--- src/sv/rgbled_pkg.sv ---
package rgbled_pkg;

    // Item kinds carried in the action field
    typedef enum logic [1:0] {
        ACT_SET_ONE = 2'd0,
        ACT_SET_ALL = 2'd1,
        ACT_POLL    = 2'd2,
        ACT_TICK    = 2'd3
    } action_t;

    typedef struct packed {
        logic [1:0]  action;
        logic [2:0]  led_index;
        logic [23:0] colour_rgb;
        logic        force_refresh;
    } item_t;

    typedef struct packed {
        logic [23:0] scaled_rgb;
        logic [2:0]  pixel_index;
        logic        last_pixel;
    } pixel_t;

    // Configuration port
    localparam int CFG_IDX_W  = 1;
    localparam int CFG_DATA_W = 16;
    localparam logic [CFG_IDX_W-1:0] REG_BRIGHTNESS  = 1'd0;
    localparam logic [CFG_IDX_W-1:0] REG_REFRESH_GAP = 1'd1;

    localparam logic [7:0]  BRIGHT_RESET = 8'd10;
    localparam logic [15:0] GAP_RESET    = 16'd1000;
    localparam logic [7:0]  BRIGHT_MAX   = 8'd100;

    localparam int COLOUR_W  = 24;
    localparam int CHAN_W    = 8;
    localparam int BRIGHT_W  = 7;
    localparam int ELAPSED_W = 17;

    // floor(p / 100) for p < 2^15 as (p * 41944) >> 22, exact over that range
    localparam int PROD_W       = CHAN_W + BRIGHT_W;
    localparam int RECIP_W      = 16;
    localparam int QUOT_W       = PROD_W + RECIP_W;
    localparam logic [RECIP_W-1:0] DIV100_RECIP = 16'd41944;
    localparam int DIV100_SHIFT = 22;

    // Channel select codes within one pixel
    localparam logic [1:0] CH_RED   = 2'd0;
    localparam logic [1:0] CH_GREEN = 2'd1;
    localparam logic [1:0] CH_BLUE  = 2'd2;

    typedef enum logic [2:0] {
        ST_IDLE,
        ST_SET_RD,
        ST_SET_WR,
        ST_PIX_RD,
        ST_MUL,
        ST_DIV,
        ST_EMIT
    } seq_state_t;

    // Request to the shared channel scaler
    typedef struct packed {
        logic                load;
        logic [CHAN_W-1:0]   chan;
        logic [BRIGHT_W-1:0] bright;
    } scl_req_t;

endpackage

--- src/sv/rgbled_store.sv ---
module rgbled_store #(
    parameter int NUM_LEDS = 6,
    parameter int IDX_W    = 3
) (
    input  logic                          clk,
    input  logic                          rst_n,
    input  logic [IDX_W-1:0]              rd_addr,
    input  logic                          wr_en,
    input  logic [IDX_W-1:0]              wr_addr,
    input  logic [rgbled_pkg::COLOUR_W-1:0] wr_data,
    output logic [rgbled_pkg::COLOUR_W-1:0] rd_entry
);
    import rgbled_pkg::*;

    logic [COLOUR_W-1:0] mem [NUM_LEDS];
    logic [NUM_LEDS-1:0] valid_reg;
    logic [COLOUR_W-1:0] rd_data_reg;
    logic                rd_valid_reg;

    always_ff @(posedge clk)
    begin
        if (wr_en)
        begin
            mem[wr_addr] <= wr_data;
        end
        rd_data_reg <= mem[rd_addr];
    end

    // Entries never written read as black
    always_ff @(posedge clk or negedge rst_n)
    begin
        if (!rst_n)
        begin
            valid_reg    <= '0;
            rd_valid_reg <= 1'b0;
        end
        else
        begin
            if (wr_en)
            begin
                valid_reg[wr_addr] <= 1'b1;
            end
            rd_valid_reg <= valid_reg[rd_addr];
        end
    end

    assign rd_entry = rd_valid_reg ? rd_data_reg : '0;

endmodule

--- src/sv/rgbled_scaler.sv ---
module rgbled_scaler (
    input  logic                            clk,
    input  rgbled_pkg::scl_req_t            req,
    output logic [rgbled_pkg::CHAN_W-1:0]   scaled
);
    import rgbled_pkg::*;

    logic [PROD_W-1:0] prod_reg;
    logic              nonzero_reg;
    logic [QUOT_W-1:0] quot_full;
    logic [CHAN_W-1:0] quot;

    always_ff @(posedge clk)
    begin
        if (req.load)
        begin
            prod_reg    <= PROD_W'(req.chan) * PROD_W'(req.bright);
            nonzero_reg <= (req.chan != '0);
        end
    end

    // Divide by 100 through the reciprocal; keep a lit channel lit
    assign quot_full = QUOT_W'(prod_reg) * QUOT_W'(DIV100_RECIP);
    assign quot      = quot_full[DIV100_SHIFT +: CHAN_W];
    assign scaled    = (nonzero_reg && quot == '0) ? CHAN_W'(1) : quot;

endmodule

--- src/sv/rgbled_seq.sv ---
module rgbled_seq #(
    parameter int NUM_LEDS = 6,
    parameter int IDX_W    = 3
) (
    input  logic                              clk,
    input  logic                              rst_n,
    input  rgbled_pkg::item_t                 item,
    input  logic                              item_valid,
    output logic                              item_stall,
    input  logic [7:0]                        brightness,
    input  logic [15:0]                       refresh_gap,
    output logic [IDX_W-1:0]                  mem_addr,
    output logic                              mem_wr_en,
    output logic [rgbled_pkg::COLOUR_W-1:0]   mem_wr_data,
    input  logic [rgbled_pkg::COLOUR_W-1:0]   mem_entry,
    output rgbled_pkg::scl_req_t              scl_req,
    input  logic [rgbled_pkg::CHAN_W-1:0]     scl_result,
    input  logic                              out_free,
    output logic                              emit,
    output rgbled_pkg::pixel_t                emit_pixel
);
    import rgbled_pkg::*;

    seq_state_t            state_reg, state_next;
    logic [IDX_W-1:0]      addr_reg, addr_next;
    logic                  all_reg, all_next;
    logic [COLOUR_W-1:0]   colour_reg, colour_next;
    logic                  dirty_reg, dirty_next;
    logic [7:0]            applied_reg, applied_next;
    logic [BRIGHT_W-1:0]   bright_reg, bright_next;
    logic [ELAPSED_W-1:0]  elapsed_reg, elapsed_next;
    logic [1:0]            chan_reg, chan_next;
    logic [COLOUR_W-1:0]   pix_reg, pix_next;

    logic accept;
    logic in_range;
    logic last_led;
    logic differs;
    logic dirty_now;
    logic want_refresh;
    logic gap_passed;

    assign accept     = item_valid && !item_stall;
    assign in_range   = (32'(item.led_index) < NUM_LEDS);
    assign last_led   = (addr_reg == IDX_W'(NUM_LEDS - 1));
    assign differs    = (mem_entry != colour_reg);
    assign dirty_now  = dirty_reg || (brightness != applied_reg);
    assign want_refresh = dirty_now || item.force_refresh;
    assign gap_passed = (elapsed_reg > ELAPSED_W'(refresh_gap));

    always_comb
    begin
        state_next = state_reg;
        unique case (state_reg)
            ST_IDLE:
            begin
                if (accept)
                begin
                    unique case (action_t'(item.action))
                        ACT_SET_ONE: if (in_range) state_next = ST_SET_RD;
                        ACT_SET_ALL: state_next = ST_SET_RD;
                        ACT_POLL:    if (want_refresh && gap_passed) state_next = ST_PIX_RD;
                        ACT_TICK:    state_next = ST_IDLE;
                        default:     state_next = ST_IDLE;
                    endcase
                end
            end
            ST_SET_RD: state_next = ST_SET_WR;
            ST_SET_WR: state_next = (all_reg && !last_led) ? ST_SET_RD : ST_IDLE;
            ST_PIX_RD: state_next = ST_MUL;
            ST_MUL:    state_next = ST_DIV;
            ST_DIV:    state_next = (chan_reg == CH_BLUE) ? ST_EMIT : ST_MUL;
            ST_EMIT:
            begin
                if (out_free)
                begin
                    state_next = last_led ? ST_IDLE : ST_PIX_RD;
                end
            end
            default:   state_next = ST_IDLE;
        endcase
    end

    always_comb
    begin
        item_stall  = (state_reg != ST_IDLE);
        mem_addr    = addr_reg;
        mem_wr_en   = (state_reg == ST_SET_WR) && differs;
        mem_wr_data = colour_reg;
        scl_req.load   = (state_reg == ST_MUL);
        scl_req.bright = bright_reg;
        case (chan_reg)
            CH_RED:   scl_req.chan = mem_entry[23:16];
            CH_GREEN: scl_req.chan = mem_entry[15:8];
            default:  scl_req.chan = mem_entry[7:0];
        endcase
        emit = (state_reg == ST_EMIT) && out_free;
        emit_pixel.scaled_rgb  = pix_reg;
        emit_pixel.pixel_index = 3'(addr_reg);
        emit_pixel.last_pixel  = last_led;
    end

    always_comb
    begin
        addr_next    = addr_reg;
        all_next     = all_reg;
        colour_next  = colour_reg;
        dirty_next   = dirty_reg;
        applied_next = applied_reg;
        bright_next  = bright_reg;
        elapsed_next = elapsed_reg;
        chan_next    = chan_reg;
        pix_next     = pix_reg;
        case (state_reg)
            ST_IDLE:
            begin
                if (accept)
                begin
                    case (action_t'(item.action))
                        ACT_SET_ONE:
                        begin
                            addr_next   = IDX_W'(item.led_index);
                            all_next    = 1'b0;
                            colour_next = item.colour_rgb;
                        end
                        ACT_SET_ALL:
                        begin
                            addr_next   = '0;
                            all_next    = 1'b1;
                            colour_next = item.colour_rgb;
                        end
                        ACT_TICK:
                        begin
                            if (!gap_passed)
                            begin
                                elapsed_next = elapsed_reg + ELAPSED_W'(1);
                            end
                        end
                        default:
                        begin
                            // Poll: pick up a new brightness, then refresh or defer
                            applied_next = brightness;
                            bright_next  = (brightness > BRIGHT_MAX) ?
                                           BRIGHT_W'(BRIGHT_MAX) : BRIGHT_W'(brightness);
                            dirty_next   = dirty_now;
                            if (want_refresh)
                            begin
                                if (gap_passed)
                                begin
                                    dirty_next   = 1'b0;
                                    elapsed_next = '0;
                                    addr_next    = '0;
                                end
                                else
                                begin
                                    dirty_next = 1'b1;
                                end
                            end
                        end
                    endcase
                end
            end
            ST_SET_WR:
            begin
                if (differs)
                begin
                    dirty_next = 1'b1;
                end
                if (all_reg && !last_led)
                begin
                    addr_next = addr_reg + IDX_W'(1);
                end
            end
            ST_PIX_RD:
            begin
                chan_next = CH_RED;
            end
            ST_DIV:
            begin
                case (chan_reg)
                    CH_RED:   pix_next[23:16] = scl_result;
                    CH_GREEN: pix_next[15:8]  = scl_result;
                    default:  pix_next[7:0]   = scl_result;
                endcase
                chan_next = chan_reg + 2'd1;
            end
            ST_EMIT:
            begin
                if (out_free && !last_led)
                begin
                    addr_next = addr_reg + IDX_W'(1);
                end
            end
            default:
            begin
                addr_next = addr_reg;
            end
        endcase
    end

    always_ff @(posedge clk or negedge rst_n)
    begin
        if (!rst_n)
        begin
            state_reg   <= ST_IDLE;
            addr_reg    <= '0;
            all_reg     <= 1'b0;
            dirty_reg   <= 1'b1;
            applied_reg <= BRIGHT_RESET;
            bright_reg  <= BRIGHT_W'(BRIGHT_RESET);
            elapsed_reg <= '0;
            chan_reg    <= CH_RED;
        end
        else
        begin
            state_reg   <= state_next;
            addr_reg    <= addr_next;
            all_reg     <= all_next;
            dirty_reg   <= dirty_next;
            applied_reg <= applied_next;
            bright_reg  <= bright_next;
            elapsed_reg <= elapsed_next;
            chan_reg    <= chan_next;
        end
    end

    always_ff @(posedge clk)
    begin
        colour_reg <= colour_next;
        pix_reg    <= pix_next;
    end

endmodule

--- src/sv/rgb_led_refresh_with_brightness.sv ---
// A set-one item in range reads one store entry and writes it if the colour differs; a set-all
// item does so for every LED; tick, and poll without refresh, leave the sequencer idle.
// A refresh poll walks every pixel, held by output stall; each pixel is one store read,
// three channels through the shared multiply/divide-by-100 scaler and one emit.
// The first pixel beat is registered after that pixel's read, scale and emit states; input stalls while busy.
// Reset (async, active low) clears the sequencer, marks the frame dirty, restores
// brightness 10 and gap 1000, and clears the store's valid bits so all LEDs read black.
module rgb_led_refresh_with_brightness #(
    parameter int NUM_LEDS = 6
) (
    input  logic                                  clk,
    input  logic                                  rst_n,
    input  rgbled_pkg::item_t                     item,
    input  logic                                  item_valid,
    output logic                                  item_stall,
    output rgbled_pkg::pixel_t                    pixel,
    output logic                                  pixel_valid,
    input  logic                                  pixel_stall,
    input  logic                                  cfg_we,
    input  logic [rgbled_pkg::CFG_IDX_W-1:0]      cfg_index,
    input  logic [rgbled_pkg::CFG_DATA_W-1:0]     cfg_data
);
    import rgbled_pkg::*;

    // Address width of the colour store; one bit minimum for a single LED
    localparam int IDX_W = (NUM_LEDS > 1) ? $clog2(NUM_LEDS) : 1;

    // Configuration registers
    logic [7:0]  brightness_reg;
    logic [15:0] gap_reg;

    // Output beat register: parts the sequencer from the downstream stall
    logic   pix_valid_reg;
    pixel_t pix_data_reg;

    logic [IDX_W-1:0]    mem_addr;
    logic                mem_wr_en;
    logic [COLOUR_W-1:0] mem_wr_data;
    logic [COLOUR_W-1:0] mem_entry;
    scl_req_t            scl_req;
    logic [CHAN_W-1:0]   scl_result;
    logic                out_free;
    logic                emit;
    pixel_t              emit_pixel;

    always_ff @(posedge clk or negedge rst_n)
    begin
        if (!rst_n)
        begin
            brightness_reg <= BRIGHT_RESET;
            gap_reg        <= GAP_RESET;
        end
        else if (cfg_we)
        begin
            unique case (cfg_index)
                REG_BRIGHTNESS:  brightness_reg <= cfg_data[7:0];
                REG_REFRESH_GAP: gap_reg        <= cfg_data;
                default:         gap_reg        <= gap_reg;
            endcase
        end
    end

    // The output slot is free when empty or when its beat leaves this cycle
    assign out_free = !pix_valid_reg || !pixel_stall;

    always_ff @(posedge clk or negedge rst_n)
    begin
        if (!rst_n)
        begin
            pix_valid_reg <= 1'b0;
        end
        else if (emit)
        begin
            pix_valid_reg <= 1'b1;
        end
        else if (!pixel_stall)
        begin
            pix_valid_reg <= 1'b0;
        end
    end

    // Load a new beat only when the slot is free; hold it under stall
    always_ff @(posedge clk)
    begin
        if (emit)
        begin
            pix_data_reg <= emit_pixel;
        end
    end

    assign pixel_valid = pix_valid_reg;
    assign pixel       = pix_data_reg;

    // Colour store: one read, one write port, registered read
    rgbled_store #(
        .NUM_LEDS (NUM_LEDS),
        .IDX_W    (IDX_W)
    ) u_store (
        .clk      (clk),
        .rst_n    (rst_n),
        .rd_addr  (mem_addr),
        .wr_en    (mem_wr_en),
        .wr_addr  (mem_addr),
        .wr_data  (mem_wr_data),
        .rd_entry (mem_entry)
    );

    // Shared scaler: multiply by brightness, then divide by 100
    rgbled_scaler u_scaler (
        .clk    (clk),
        .req    (scl_req),
        .scaled (scl_result)
    );

    // Sequencer: item decode, dirty/elapsed tracking, refresh walk
    rgbled_seq #(
        .NUM_LEDS (NUM_LEDS),
        .IDX_W    (IDX_W)
    ) u_seq (
        .clk         (clk),
        .rst_n       (rst_n),
        .item        (item),
        .item_valid  (item_valid),
        .item_stall  (item_stall),
        .brightness  (brightness_reg),
        .refresh_gap (gap_reg),
        .mem_addr    (mem_addr),
        .mem_wr_en   (mem_wr_en),
        .mem_wr_data (mem_wr_data),
        .mem_entry   (mem_entry),
        .scl_req     (scl_req),
        .scl_result  (scl_result),
        .out_free    (out_free),
        .emit        (emit),
        .emit_pixel  (emit_pixel)
    );

endmodule

--- config.mk ---
export PLATFORM = sky130hd
export DESIGN_NAME = rgb_led_refresh_with_brightness
export DESIGN_NICKNAME = d
export VERILOG_FILES = /design/src/sv/rgbled_pkg.sv /design/src/sv/rgbled_store.sv /design/src/sv/rgbled_scaler.sv /design/src/sv/rgbled_seq.sv /design/src/sv/rgb_led_refresh_with_brightness.sv
export SDC_FILE = /design/constraint.sdc
export NUM_CORES = 1
export LEC_CHECK = 0
export CORE_UTILIZATION = 23
export CTS_CLUSTER_SIZE = 20
export DETAILED_ROUTE_END_ITERATION = 7
export DONT_BUFFER_PORTS = 1
export PLACE_DENSITY = 0.34
export RECOVER_POWER = 100
export REMOVE_ABC_BUFFERS = 1
export SLEW_MARGIN = 20
export SYNTH_ARGS = -nofsm -noshare
export SYNTH_HDL_FRONTEND = slang
export SYNTH_SLANG_ARGS = --single-unit
--- constraint.sdc ---
create_clock -name clk -period 7.13 [get_ports clk]
set_clock_uncertainty 0.15 [all_clocks]
set_input_delay 0.713 -clock clk [delete_from_list [all_inputs] [get_ports clk]]
set_output_delay 0.713 -clock clk [all_outputs]
set_load 0.005 [all_outputs]
==> impl_metrics.json <==
{
  "report.final.setup_viol": 0,
  "total_inserted_antenna_cells": 0,
  "timing.critical_path.slowest_cell_delay_ps": 710,
  "regToRegSetupSlack_ps": 890,
  "setup_repair_after_global_routing_missed_its_margin": "no",
  "synth-seq-area-share_pct": 50.4,
  "wl_mm": 45.6,
  "final.hold.worst_slack_ps": 85.5,
  "cts.repair_timing.setup_buffer_count": 0,
  "die_y_um": 287,
  "floorplan.die_area_um2": 82600,
  "io_pins": 82,
  "grt_start_max_net_pins": 75,
  "globalRoute.totalOverflow": 0,
  "yosys_most_used_dff": "sky130_fd_sc_hd__edfxtp_1",
  "hold_path.startpoint": "item[4]",
  "cts.clk_slew.worst_paths_ps": 60,
  "number_of_antenna_violations_at_the_first_check_in_global_routing": 0,
  "register_bank_with_the_most_flops": "u_store.mem",
  "clock_tree_buf_depth": 3,
  "grt_pass1_vias": 12000,
  "startpoint_of_the_worst_register_to_register_path": "u_seq.chan_reg[0]$_DFFE_PN0P_",
  "critPathArrivalTime_ps": 6400,
  "ctsRootBufferMaster": "sky130_fd_sc_hd__clkbuf_16",
  "cts.sinks": 334,
  "core_region_area_um2": 80500,
  "postCtsResizedCells": 0,
  "pre_cts_ws_ps": 1050,
  "max_slew.worst_pin.slew_ps": 4180,
  "cp_max_fo": 11,
  "die_x_um": 287,
  "synth_area_um2": 18700,
  "fill_cells": 8319,
  "post_synth_most_frequent_cells": "236 x sky130_fd_sc_hd__edfxtp_1, 181 x sky130_fd_sc_hd__inv_1, 153 x sky130_fd_sc_hd__ha_1",
  "grt_first_pass_wirelength_mm": 71.4,
  "worst_hold_path.endpoint": "u_seq.mem_wr_data[3]$_DFFE_PP_",
  "worst-endpoint-required_ps": 7290,
  "detailed_place_hpwl_mm": 33.2,
  "sequential_cell_area_um2": 9440,
  "failed_checks": "max-capacitance violations, max-slew violations",
  "tritoncts.num_buffers": 41,
  "synth_cell_types": 74,
  "yosys.area_share.xor_xnor_pct": 1.87,
  "htree_num_levels": 2,
  "max_ffs_per_register": 144,
  "routed_wire_length_per_instance_um": 17.5,
  "final-hold-violation-count": 0,
  "worst-setup-path-type": "flip-flop to flip-flop",
  "detailed_routing_iterations_pass_1": 4,
  "relSlewSlack_pct": -179,
  "worstSkewPairLatency_ps": 580,
  "drc": 0,
  "holdCritPathClass": "input pin to flip-flop",
  "totalNegativeSetupSlack_ps": 0,
  "syn_to_final_growth_pct": 13.7,
  "async_set_or_reset_flop_fraction_in_the_synthesized_netlist_pct": 22.2,
  "synth-edff-count": 236,
  "dr.first_iter.drc_count": 579,
  "detail-route-antenna-nets": 0,
  "critical_path_startpoint_category": "flip-flop",
  "max-cap-violations": 12,
  "via_per_inst": 4.26,
  "initial_core_util_pct": 23.3,
  "worst_r2r_path_depth": 20,
  "fin_util_pct": 26.4,
  "route.vias.total": 11100,
  "end_kind": "flip-flop",
  "outcome": "finished with violations",
  "adder_and_majority_gate_portion_of_the_synthesized_area_pct": 20.6,
  "post_synth_inst_count": 1486,
  "portion_of_synthesized_cell_area_occupied_by_the_leading_cell_type_pct": 37.8,
  "area_fraction_in_compound_gates_after_synthesis_pct": 7.60,
  "grt.total_usage_pct": 11.2,
  "synth.most_common_cell": "sky130_fd_sc_hd__edfxtp_1",
  "finish.net_count": 1814,
  "r2r-end": "u_scaler.prod_reg[14]$_DFFE_PP_",
  "io_buffers": 0,
  "number_of_buffers_inserted_for_hold_repair_after_clock_tree_synthesis": 2,
  "cts_tree": "built",
  "yosysWarningCount": 0,
  "synth.ff_latch_count": 334,
  "buffers_and_inverters_on_the_worst_path": 4,
  "synth.area.mux_share_pct": 6.02,
  "weighted_congestion_reported_at_the_end_of_routability_driven_placement": 0.799,
  "worstPathCellList": "inv_1 -> ha_1 -> nor2_1 -> nand2_1 -> a21boi_0 -> nand2_1 -> fa_1 -> fa_1 -> inv_1 -> fa_1 -> inv_1 -> fa_1 -> inv_1 -> ha_1 -> nor2b_1 -> o21a_1 -> o311a_1 -> nor2_1 -> a21oi_1 -> xnor2_1",
  "syn-mean-instance-area_um2": 12.6,
  "post_synthesis_simple_gate_area_fraction_pct": 9.06,
  "multi_input_area_um2": 8450,
  "drive_above_1_share_pct": 8.31,
  "synth_area_leaders": "sky130_fd_sc_hd__edfxtp_1 38%, sky130_fd_sc_hd__fa_1 10%, sky130_fd_sc_hd__ha_1 10%, sky130_fd_sc_hd__dfrtp_1 8.1%, sky130_fd_sc_hd__inv_1 3.6%",
  "netlist.top_cell.by_area": "sky130_fd_sc_hd__edfxtp_1",
  "finalWorstPathRequiredPeriod_ps": 6240,
  "critical_path_depth": 20,
  "max_clock_freq_ghz": 0.160,
  "rows": 104,
  "critical_path_top_delay_cell": "sky130_fd_sc_hd__a21boi_0",
  "post-route-worst-setup-slack_ps": 888,
  "main_combinational_cell_family_by_area_after_synthesis": "adder cells",
  "whs_path_depth": 0,
  "finalCritPeriodShare_pct": 87.5,
  "slew_violations": 365,
  "timing.critical_path.max_delay_family": "adder cells"
}
per-layer routing:
layer / vias to the layer above / track usage (%) / wire [µm]
met4: 0 / 3.11 / 926
met2: 165 / 18.2 / 20900
li1: 5332 / - / -
met1: 5532 / 15.0 / 21500
met3: 54 / 2.37 / 2220
met5: - / 0 / 0
cell type report:
cell class | instances | area share, %
Clock inverter | 19 | 1.01
Timing Repair Buffer | 22 | 0.452
Tap cell | 1060 | 6.23
Multi-Input combinational cell | 932 | 39.7
Sequential cell | 334 | 44.3
Inverter | 181 | 3.19
Clock buffer | 52 | 5.15
worst register-to-register path: cells and delay by family, from the launching register on:
| family | cells | cell delay, ps |
|---|---|---|
| adder cells (fa/ha/maj) | 6 | 2780 |
| AO/OA/AOI/OAI | 4 | 1310 |
| AND/OR/NAND/NOR | 5 | 970 |
| flip-flops | 1 | 370 |
| buffers and inverters | 4 | 240 |
| XOR/XNOR | 1 | 130 |
cell families after synthesis:
logic type,Yosys count
buffers and inverters,220
AND/OR/NAND/NOR,342
multiplexers,78
adder cells (fa/ha/maj),250
AO/OA/AOI/OAI,222
flip-flops,334
XOR/XNOR,40
worst max path at each step:
stage                                  startpoint                              end
CTS                 u_seq.chan_reg[0]$_DFFE_PN0P_  u_scaler.prod_reg[14]$_DFFE_PP_
finish              u_seq.chan_reg[0]$_DFFE_PN0P_  u_scaler.prod_reg[14]$_DFFE_PP_
global placement    u_seq.chan_reg[0]$_DFFE_PN0P_  u_scaler.prod_reg[14]$_DFFE_PP_
floorplan           u_seq.mem_addr[0]$_DFFE_PN0P_      u_store.mem[1][0]$_DFFE_PP_
detailed placement  u_seq.chan_reg[0]$_DFFE_PN0P_  u_scaler.prod_reg[14]$_DFFE_PP_
global route        u_seq.chan_reg[0]$_DFFE_PN0P_  u_scaler.prod_reg[14]$_DFFE_PP_
through the flow:
step                std cells  instance area (µm²)
finish                   2600                21300
global route             2600                21300
CTS                      2600                21500
detailed placement       2527                20100
global placement         2527                20100
floorplan                1447                18600
layout by cell type (no fill, tap or decap), types with 6 or more instances in the layout:
| cell type | count |
|---|---|
| sky130_fd_sc_hd__o21a_1 | 7 |
| sky130_fd_sc_hd__clkbuf_1 | 27 |
| sky130_fd_sc_hd__a22oi_1 | 16 |
| sky130_fd_sc_hd__mux2i_1 | 26 |
| sky130_fd_sc_hd__a21boi_1 | 6 |
| sky130_fd_sc_hd__nor2_1 | 63 |
| sky130_fd_sc_hd__o31ai_1 | 10 |
| sky130_fd_sc_hd__and2_1 | 24 |
| sky130_fd_sc_hd__nor4_1 | 12 |
| sky130_fd_sc_hd__dfrtp_1 | 60 |
| sky130_fd_sc_hd__ha_1 | 153 |
| sky130_fd_sc_hd__or3_1 | 10 |
| sky130_fd_sc_hd__clkbuf_16 | 41 |
| sky130_fd_sc_hd__a31oi_1 | 8 |
| sky130_fd_sc_hd__nand3b_1 | 12 |
| sky130_fd_sc_hd__o21ai_0 | 46 |
| sky130_fd_sc_hd__mux4_2 | 25 |
| sky130_fd_sc_hd__fa_1 | 97 |
| sky130_fd_sc_hd__nand4_1 | 17 |
| sky130_fd_sc_hd__dfstp_2 | 13 |
| sky130_fd_sc_hd__a21o_1 | 14 |
| sky130_fd_sc_hd__nor2b_1 | 7 |
| sky130_fd_sc_hd__inv_1 | 181 |
| sky130_fd_sc_hd__clkinv_1 | 9 |
| sky130_fd_sc_hd__dfxtp_1 | 24 |
| sky130_fd_sc_hd__a21oi_1 | 60 |
| sky130_fd_sc_hd__and3_1 | 15 |
| sky130_fd_sc_hd__edfxtp_1 | 236 |
| sky130_fd_sc_hd__nor3_1 | 13 |
| sky130_fd_sc_hd__xor2_1 | 14 |
| sky130_fd_sc_hd__o21ai_1 | 7 |
| sky130_fd_sc_hd__nand3_1 | 24 |
| sky130_fd_sc_hd__mux2_2 | 27 |
| sky130_fd_sc_hd__xnor2_1 | 26 |
| sky130_fd_sc_hd__nand2_1 | 115 |
Power is left out: the tool's default activity adds up to more than one toggle a clock period on the data nets, which glitch-free logic cannot reach.
